===== src/hw/rtl/icr_pkg.sv =====
package icr_pkg;

  localparam int unsigned TABLE_ENTRIES = 8;
  localparam int unsigned DATA_W        = 64;
  localparam int unsigned IDX_W         = (TABLE_ENTRIES > 1) ? $clog2(TABLE_ENTRIES) : 1;
  localparam int unsigned CNT_W         = $clog2(TABLE_ENTRIES + 1);
  localparam int unsigned ENTRY_W       = 2 * DATA_W;

  typedef logic [DATA_W-1:0] word_t;
  typedef logic [IDX_W-1:0]  idx_t;
  typedef logic [CNT_W-1:0]  cnt_t;

  localparam cnt_t CNT_FULL = cnt_t'(TABLE_ENTRIES);

  typedef enum logic [1:0] {
    OP_ADD      = 2'd0,
    OP_SATURATE = 2'd1,
    OP_DRAIN    = 2'd2
  } icr_op_t;

  typedef enum logic [1:0] {
    ST_IDLE,
    ST_SCAN,
    ST_APPEND,
    ST_DRAIN
  } icr_state_t;

  typedef struct packed {
    logic latch_in;
    logic ptr_clr;
    logic ptr_inc;
    logic wr_grow_end;
    logic wr_grow_begin;
    logic wr_append;
    logic cnt_clr;
    logic cnt_fill;
    logic emit_entry;
    logic emit_last;
    logic emit_flush;
    logic emit_empty;
  } icr_cmd_t;

  typedef struct packed {
    logic full;
    logic empty;
    logic last_entry;
    logic hit_end;
    logic hit_begin;
  } icr_stat_t;

endpackage


===== src/hw/rtl/icr_ram.sv =====
module icr_ram #(
  parameter int unsigned WIDTH = 8,
  parameter int unsigned DEPTH = 8
) (
  input  logic                                        clk,
  input  logic                                        wr_en,
  input  logic [((DEPTH > 1) ? $clog2(DEPTH) : 1)-1:0] wr_addr,
  input  logic [WIDTH-1:0]                            wr_data,
  input  logic [((DEPTH > 1) ? $clog2(DEPTH) : 1)-1:0] rd_addr,
  output logic [WIDTH-1:0]                            rd_data
);

  logic [WIDTH-1:0] mem_r [DEPTH];
  logic [WIDTH-1:0] rd_data_r;

  always_ff @(posedge clk) begin
    if (wr_en) begin
      mem_r[wr_addr] <= wr_data;
    end
    rd_data_r <= mem_r[rd_addr];
  end

  assign rd_data = rd_data_r;

endmodule


===== src/hw/rtl/icr_ctrl.sv =====
module icr_ctrl import icr_pkg::*; (
  input  logic      clk,
  input  logic      rst_n,
  input  logic      start,
  input  logic [1:0] in_cmd,
  input  icr_stat_t stat,
  output icr_cmd_t  cmd,
  output logic      busy
);

  icr_state_t state_r, state_nxt;
  logic       accept;

  assign accept = start && (state_r == ST_IDLE);
  assign busy   = (state_r != ST_IDLE);

  always_ff @(posedge clk) begin
    if (!rst_n) begin
      state_r <= ST_IDLE;
    end else begin
      state_r <= state_nxt;
    end
  end

  always_comb begin
    state_nxt = state_r;
    case (state_r)
      ST_IDLE: begin
        if (accept) begin
          case (in_cmd)
            OP_ADD: begin
              if (stat.full) begin
                state_nxt = ST_IDLE;
              end else if (stat.empty) begin
                state_nxt = ST_APPEND;
              end else begin
                state_nxt = ST_SCAN;
              end
            end
            OP_DRAIN: begin
              if (!stat.full && !stat.empty) begin
                state_nxt = ST_DRAIN;
              end
            end
            default: state_nxt = ST_IDLE;
          endcase
        end
      end
      ST_SCAN: begin
        if (stat.hit_end || stat.hit_begin || stat.last_entry) begin
          state_nxt = ST_IDLE;
        end
      end
      ST_APPEND: state_nxt = ST_IDLE;
      ST_DRAIN: begin
        if (stat.last_entry) begin
          state_nxt = ST_IDLE;
        end
      end
      default: state_nxt = ST_IDLE;
    endcase
  end

  always_comb begin
    cmd = '0;
    case (state_r)
      ST_IDLE: begin
        if (accept) begin
          cmd.latch_in = 1'b1;
          cmd.ptr_clr  = 1'b1;
          case (in_cmd)
            OP_SATURATE: cmd.cnt_fill = 1'b1;
            OP_DRAIN: begin
              if (stat.full) begin
                cmd.emit_flush = 1'b1;
                cmd.cnt_clr    = 1'b1;
              end else if (stat.empty) begin
                cmd.emit_empty = 1'b1;
              end
            end
            default: cmd.cnt_clr = 1'b0;
          endcase
        end
      end
      ST_SCAN: begin
        // The end-of-entry test wins over the start-of-entry test on the same entry.
        if (stat.hit_end) begin
          cmd.wr_grow_end = 1'b1;
        end else if (stat.hit_begin) begin
          cmd.wr_grow_begin = 1'b1;
        end else if (stat.last_entry) begin
          cmd.wr_append = 1'b1;
        end else begin
          cmd.ptr_inc = 1'b1;
        end
      end
      ST_APPEND: cmd.wr_append = 1'b1;
      ST_DRAIN: begin
        cmd.emit_entry = 1'b1;
        cmd.emit_last  = stat.last_entry;
        cmd.cnt_clr    = stat.last_entry;
        cmd.ptr_inc    = !stat.last_entry;
      end
      default: cmd = '0;
    endcase
  end

endmodule


===== src/hw/rtl/icr_dp.sv =====
module icr_dp import icr_pkg::*; (
  input  logic      clk,
  input  logic      rst_n,
  input  icr_cmd_t  cmd,
  input  word_t     in_range_start,
  input  word_t     in_range_size,
  output icr_stat_t stat,
  output logic      out_valid,
  output word_t     out_start,
  output word_t     out_size,
  output logic      out_flush_all,
  output logic      out_has_range,
  output logic      out_last
);

  word_t base_r, len_r, end_r;
  cnt_t  count_r, count_nxt;
  idx_t  ptr_r, ptr_nxt;

  logic               wr_en;
  idx_t               wr_addr;
  logic [ENTRY_W-1:0] wr_data;
  logic [ENTRY_W-1:0] rd_data;
  word_t              ent_start, ent_size;

  logic  out_valid_r, out_flush_r, out_has_r, out_last_r;
  word_t out_start_r, out_size_r;

  assign ent_start = rd_data[ENTRY_W-1:DATA_W];
  assign ent_size  = rd_data[DATA_W-1:0];

  always_comb begin
    ptr_nxt = ptr_r;
    if (cmd.ptr_clr) begin
      ptr_nxt = '0;
    end else if (cmd.ptr_inc) begin
      ptr_nxt = idx_t'(ptr_r + idx_t'(1));
    end
  end

  always_comb begin
    count_nxt = count_r;
    if (cmd.cnt_clr) begin
      count_nxt = '0;
    end else if (cmd.cnt_fill) begin
      count_nxt = CNT_FULL;
    end else if (cmd.wr_append) begin
      count_nxt = cnt_t'(count_r + cnt_t'(1));
    end
  end

  always_ff @(posedge clk) begin
    if (!rst_n) begin
      count_r     <= '0;
      ptr_r       <= '0;
      out_valid_r <= 1'b0;
    end else begin
      count_r     <= count_nxt;
      ptr_r       <= ptr_nxt;
      out_valid_r <= cmd.emit_entry || cmd.emit_flush || cmd.emit_empty;
    end
  end

  always_ff @(posedge clk) begin
    if (cmd.latch_in) begin
      base_r <= in_range_start;
      len_r  <= in_range_size;
      end_r  <= in_range_start + in_range_size;
    end
    if (cmd.emit_entry) begin
      out_start_r <= ent_start;
      out_size_r  <= ent_size;
      out_flush_r <= 1'b0;
      out_has_r   <= 1'b1;
      out_last_r  <= cmd.emit_last;
    end else if (cmd.emit_flush || cmd.emit_empty) begin
      out_start_r <= '0;
      out_size_r  <= '0;
      out_flush_r <= cmd.emit_flush;
      out_has_r   <= 1'b0;
      out_last_r  <= 1'b1;
    end
  end

  always_comb begin
    wr_en   = cmd.wr_grow_end || cmd.wr_grow_begin || cmd.wr_append;
    wr_addr = ptr_r;
    wr_data = {base_r, len_r};
    if (cmd.wr_grow_end) begin
      wr_data = {ent_start, ent_size + len_r};
    end else if (cmd.wr_grow_begin) begin
      wr_data = {ent_start - len_r, ent_size + len_r};
    end else begin
      wr_addr = idx_t'(count_r);
    end
  end

  // Reads are addressed with ptr_nxt through the registered read port, so the entry at ptr_r is on rd_data.
  icr_ram #(
    .WIDTH (ENTRY_W),
    .DEPTH (TABLE_ENTRIES)
  ) u_table (
    .clk     (clk),
    .wr_en   (wr_en),
    .wr_addr (wr_addr),
    .wr_data (wr_data),
    .rd_addr (ptr_nxt),
    .rd_data (rd_data)
  );

  assign stat.full       = (count_r == CNT_FULL);
  assign stat.empty      = (count_r == '0);
  assign stat.last_entry = (cnt_t'(cnt_t'(ptr_r) + cnt_t'(1)) == count_r);
  assign stat.hit_end    = (base_r == ent_start + ent_size);
  assign stat.hit_begin  = (end_r == ent_start);

  assign out_valid     = out_valid_r;
  assign out_start     = out_start_r;
  assign out_size      = out_size_r;
  assign out_flush_all = out_flush_r;
  assign out_has_range = out_has_r;
  assign out_last      = out_last_r;

endmodule


===== src/hw/rtl/invalidation_range_coalescer.sv =====
// Channel  | Ports                                         | Handshake
// command  | in_cmd, in_range_start, in_range_size         | start high while busy low
// result   | out_start, out_size, out_flush_all,           | out_valid marks each beat
//          | out_has_range, out_last                       |
//
// An add into an empty table goes straight to the append; otherwise it scans the stored
// entries in order (at most TABLE_ENTRIES - 1), the table RAM giving one entry a cycle.
// A drain of n stored ranges gives n beats, each registered before it shows on the ports;
// saturate, a dropped add and a drain of a full or empty table are handled when accepted and leave busy low.
// Reset is synchronous and active low and empties the table at once.
// Result beats cannot be stalled; a new command may be taken while the final
// beat of a drain is still on the result ports.
module invalidation_range_coalescer import icr_pkg::*; (
  input  logic        clk,
  input  logic        rst_n,
  input  logic        start,
  output logic        busy,
  input  logic [1:0]  in_cmd,
  input  logic [63:0] in_range_start,
  input  logic [63:0] in_range_size,
  output logic        out_valid,
  output logic [63:0] out_start,
  output logic [63:0] out_size,
  output logic        out_flush_all,
  output logic        out_has_range,
  output logic        out_last
);

  icr_cmd_t  cmd;
  icr_stat_t stat;

  icr_ctrl u_ctrl (
    .clk    (clk),
    .rst_n  (rst_n),
    .start  (start),
    .in_cmd (in_cmd),
    .stat   (stat),
    .cmd    (cmd),
    .busy   (busy)
  );

  icr_dp u_dp (
    .clk            (clk),
    .rst_n          (rst_n),
    .cmd            (cmd),
    .in_range_start (in_range_start),
    .in_range_size  (in_range_size),
    .stat           (stat),
    .out_valid      (out_valid),
    .out_start      (out_start),
    .out_size       (out_size),
    .out_flush_all  (out_flush_all),
    .out_has_range  (out_has_range),
    .out_last       (out_last)
  );

`ifndef SYNTHESIS
  a_busy_from_accept: assert property (@(posedge clk) disable iff (!rst_n)
    $rose(busy) |-> $past(start))
    else $error("busy rose without an accepted command");

  a_full_drain_flush: assert property (@(posedge clk) disable iff (!rst_n)
    (start && !busy && in_cmd == OP_DRAIN && stat.full)
      |=> (out_valid && out_flush_all && out_last && !out_has_range))
    else $error("drain of a full table did not give a flush-all beat");

  a_more_beats_pending: assert property (@(posedge clk) disable iff (!rst_n)
    (out_valid && !out_last) |-> busy)
    else $error("drain stopped before its last beat");
`endif

endmodule

===== config.mk =====
export PLATFORM = sky130hd
export DESIGN_NAME = invalidation_range_coalescer
export DESIGN_NICKNAME = d
export VERILOG_FILES = /design/src/hw/rtl/icr_pkg.sv /design/src/hw/rtl/icr_ram.sv /design/src/hw/rtl/icr_ctrl.sv /design/src/hw/rtl/icr_dp.sv /design/src/hw/rtl/invalidation_range_coalescer.sv
export SDC_FILE = /design/constraint.sdc
export NUM_CORES = 2
export LEC_CHECK = 0
export CAP_MARGIN = 20
export CORE_MARGIN = 4
export CORE_UTILIZATION = 55
export DETAILED_ROUTE_END_ITERATION = 10
export DONT_BUFFER_PORTS = 1
export PLACE_DENSITY = 0.81
export SLEW_MARGIN = 20
export SYNTH_ARGS = -nofsm -noshare
export SYNTH_HDL_FRONTEND = slang
export SYNTH_SLANG_ARGS = --single-unit

===== constraint.sdc =====
create_clock -name clk -period 13.8 [get_ports clk]
set_input_delay 2.76 -clock clk [delete_from_list [all_inputs] [get_ports clk]]
set_output_delay 2.76 -clock clk [all_outputs]
set_load 0.05 [all_outputs]

==> results.txt <==
Syn avg cell area: 12.9 sq um
Max Buffers Root-to-Sink: 3
CP cell instances: ha_1, fa_1, a211oi_1, o21ai_0, a21oi_1, o21bai_1, a21oi_1, o21ai_1, nand4_1, o21ai_0, or4_1, nor3_2, nand4_4, nor2_2, or2_4, nand2_1, o32ai_4, buf_4, buf_4
Mapped Area: 70,900 sq um
Layout cells sized above 1: 10.2%
Cell count after synthesis: 5,491
Main synth FF type: edfxtp_1
Reg2reg start: u_dp.u_table.rd_data[64]
Placed Cells: 6,966
Initial Utilization: 55.4%
Fin crit share: 60.6%
First-pass GRT wire length: 324,000 um
Part of the power in registers: 42.7%
Post-place setup slack: 5.52 ns
Logic pwr share: 24.9%
Final Hold Viols: 0
Initial antenna violation count: 21
Slew @ Worst Pin: 1.14 ns
Fin cells: 7,268
Most frequent cell after synthesis: edfxtp_1
Finished Cell Area: 77,900 sq um
M1 GR Usage: 43.1%
DR vias/cell: 6.72
Distinct cells, synth: 87
CTS Root Cell: clkbuf_16
Placement Cell Area: 72,700 sq um
CTS clk-pin slew, worst paths: 0.06 ns
Die H: 367 um
Vias in the first global route: 46,889
Post-synthesis sequential area ratio: 60.9%
CTS tree: yes
WHS: 0.569 ns
Async SR Flop Fraction: 0%
Final net count: 5,857
Detailed Routing Iterations Pass 1: 6
Power Total: 12.8 mW
Starting DRT DRC Count: 6,553
CP Launch Type: flip-flop
Critical Path AT: 8.82 ns
Post-detail-place hpwl: 156,000 um
Switch share: 32.5%
H-tree Lvls: 4
Top cells by area, synth: edfxtp_1, ha_1, dfxtp_1, mux2_2, a211oi_1
Worst min-delay path class: flip-flop to flip-flop
Worst Skew: 0.0897 ns
Peak VDD IR: 0.000168 V
CTS hold repair buffers: 0
NetSw: 4.16 mW
Post-synth EDFFs: 1,345
Largest stage delay on the critical path: 0.72 ns
CP startpoint: u_dp.u_table.rd_data[64]
Syn nets: 5,887
GPL Wtd Cong: 1.03
WL/cell: 31.0 um
Core ar.: 128,000 sq um
Die width: 367 um
Grt ovf: 0
Most Used Layer, Global Route: met2
Setup Fix Bufs, Post-CTS: 0
Met3 usage: 7.64%
Final setup fails: 0
Max_slew headroom: 23.0%
Hold Crit Start: u_dp.u_table.mem_r[1][125]
Synth warnings: 0
Setup slack after layout: 5.43 ns
Top Ports: 266
P_int: 8.63 mW
Nature of the critical path endpoint: flip-flop
Synth Register Bits: 1,485
Drt drc: 0
Post-cts resize count: 0
Worst-path fanout max: 66
Critical Path RT: 14.26 ns
Most instantiated cells after synthesis: edfxtp_1, a21oi_1, a211oi_1
Top cell type's share of synthesized area: 57.0%
All-Layer GR Usage: 32.6%
Crit Path Category: flip-flop to flip-flop
Largest net degree at the start of global routing: 129
Final ANT Viol Nets: 0
Clock latency on the worst-skew pair: 0.85 ns
Area Growth Syn to Fin: 9.88%
Clk pwr share: 32.4%
Setup TNS: 0 ns
Max Cap Viol: 0
Num CTS Buffers: 153
Vias: 48,856
CP max stage cell: buf_4
Pins over their slew limit: 0
FP Rows: 131
Pwr dens: 164 nW/um^2
Max Clock Freq: 119 MHz
Input/output buffers: 0
RSZ-0062 raised after global routing: false
Min cycle time layout: 8.37 ns
Grt met2 use: 51.6%
Static leakage: 27.9 nW
Status: finished clean
Clock sink count: 1,485
Final wirelength: 226,000 um
Synth area leader: edfxtp_1
Area of the die: 135,000 sq um
Util after Layout: 60.9%
-- logic make-up (layout without fill, tap and decap cells) --
logic type,after synthesis,in the layout,share of synthesized area (%)
buf+inv,396,493,2.30
mux,402,402,6.13
fa+ha+maj,263,263,4.68
flops,1485,1485,60.9
other cells,0,18,0
compound gates,1472,1472,13.5
simple gates,1147,1147,8.39
xor+xnor,326,326,4.03
-- registers in the layout (all words and copies together) (netlist names) --
register and flops:
u_dp.u_table.mem_r 1024, u_dp.u_table.rd_data 128, u_dp.base_r 64, u_dp.end_r 64, u_dp.len_r 64, u_dp.out_size 64, u_dp.out_start 64, u_dp.count_r 4
u_dp.ptr_r 3, u_ctrl.state_r 2, u_dp.out_flush_all 1, u_dp.out_has_range 1, u_dp.out_last 1, u_dp.out_valid 1
-- final cells by class --
cell class                      instances  area, sq um
Sequential cell                      1485        43200
Clock inverter                         92         1050
Multi-Input combinational cell       3610        26300
Clock buffer                          190         4050
Inverter                              142          541
Antenna cell                           18         45.0
Tap cell                             1662         2080
Fill cell                            9517        50000
Timing Repair Buffer                   69          608
-- critical path: cells and delay by family (launching register included) --
family / cells / cell delay (ns)
AND/OR/NAND/NOR: 7 / 2.85
AO/OA/AOI/OAI: 8 / 2.69
buffers and inverters: 2 / 1.26
adder cells (fa/ha/maj): 2 / 0.69
flip-flops: 1 / 0.34
-- power by group through the flow --
stage / registers (mW) / clock network, mW / logic (mW)
detailed placement: 5.54 / 0 / 3.07
CTS: 5.45 / 4.19 / 3.10
global route: 5.46 / 4.40 / 3.38
global placement: 5.54 / 0 / 3.05
finish: 5.46 / 4.15 / 3.19
floorplan: 5.42 / 0 / 2.19
-- worst paths after layout --
| path | endpoint | slack, ns | cells past startpoint |
|---|---|---|---|
| min reg2reg | u_dp.u_table.rd_data[125] | 0.57 | 2 |
| max | u_dp.u_table.mem_r[2][76] | 5.43 | 19 |
| min | u_dp.u_table.rd_data[125] | 0.57 | 2 |
| max reg2reg | u_dp.u_table.mem_r[2][76] | 5.43 | 19 |
-- cell usage in the layout, fill, tap and decap left out, types with 28 or more instances in the layout --
cell          n
a21o_1      144
clkbuf_1     30
and3_1      162
a211oi_1    286
mux2_1       37
nand2_1     251
mux2i_1     139
and2_1      144
nor2_1      215
o21bai_1     30
ha_1        257
nand3_1      74
inv_1       141
nor4_1       28
o21a_1       39
nor2b_1      39
nand2b_1     51
nand4_1      58
clkbuf_16   154
nor3_1       53
xnor2_1     167
a21oi_1     331
edfxtp_1   1345
o21ai_0     221
o22ai_1     184
buf_4        60
xor2_1      159
dfxtp_1     140
mux2_2      221
clkinv_2     32
-- per-layer routing --
metal	part of all wire, %	vias to the layer above	wire length (um)
met4	5.2	12	11800
met3	10	551	23300
li1	-	21185	-
met5	0.031	-	71
met2	46	2927	103000
met1	39	24181	87000
(Power assumes the default switching activity.)
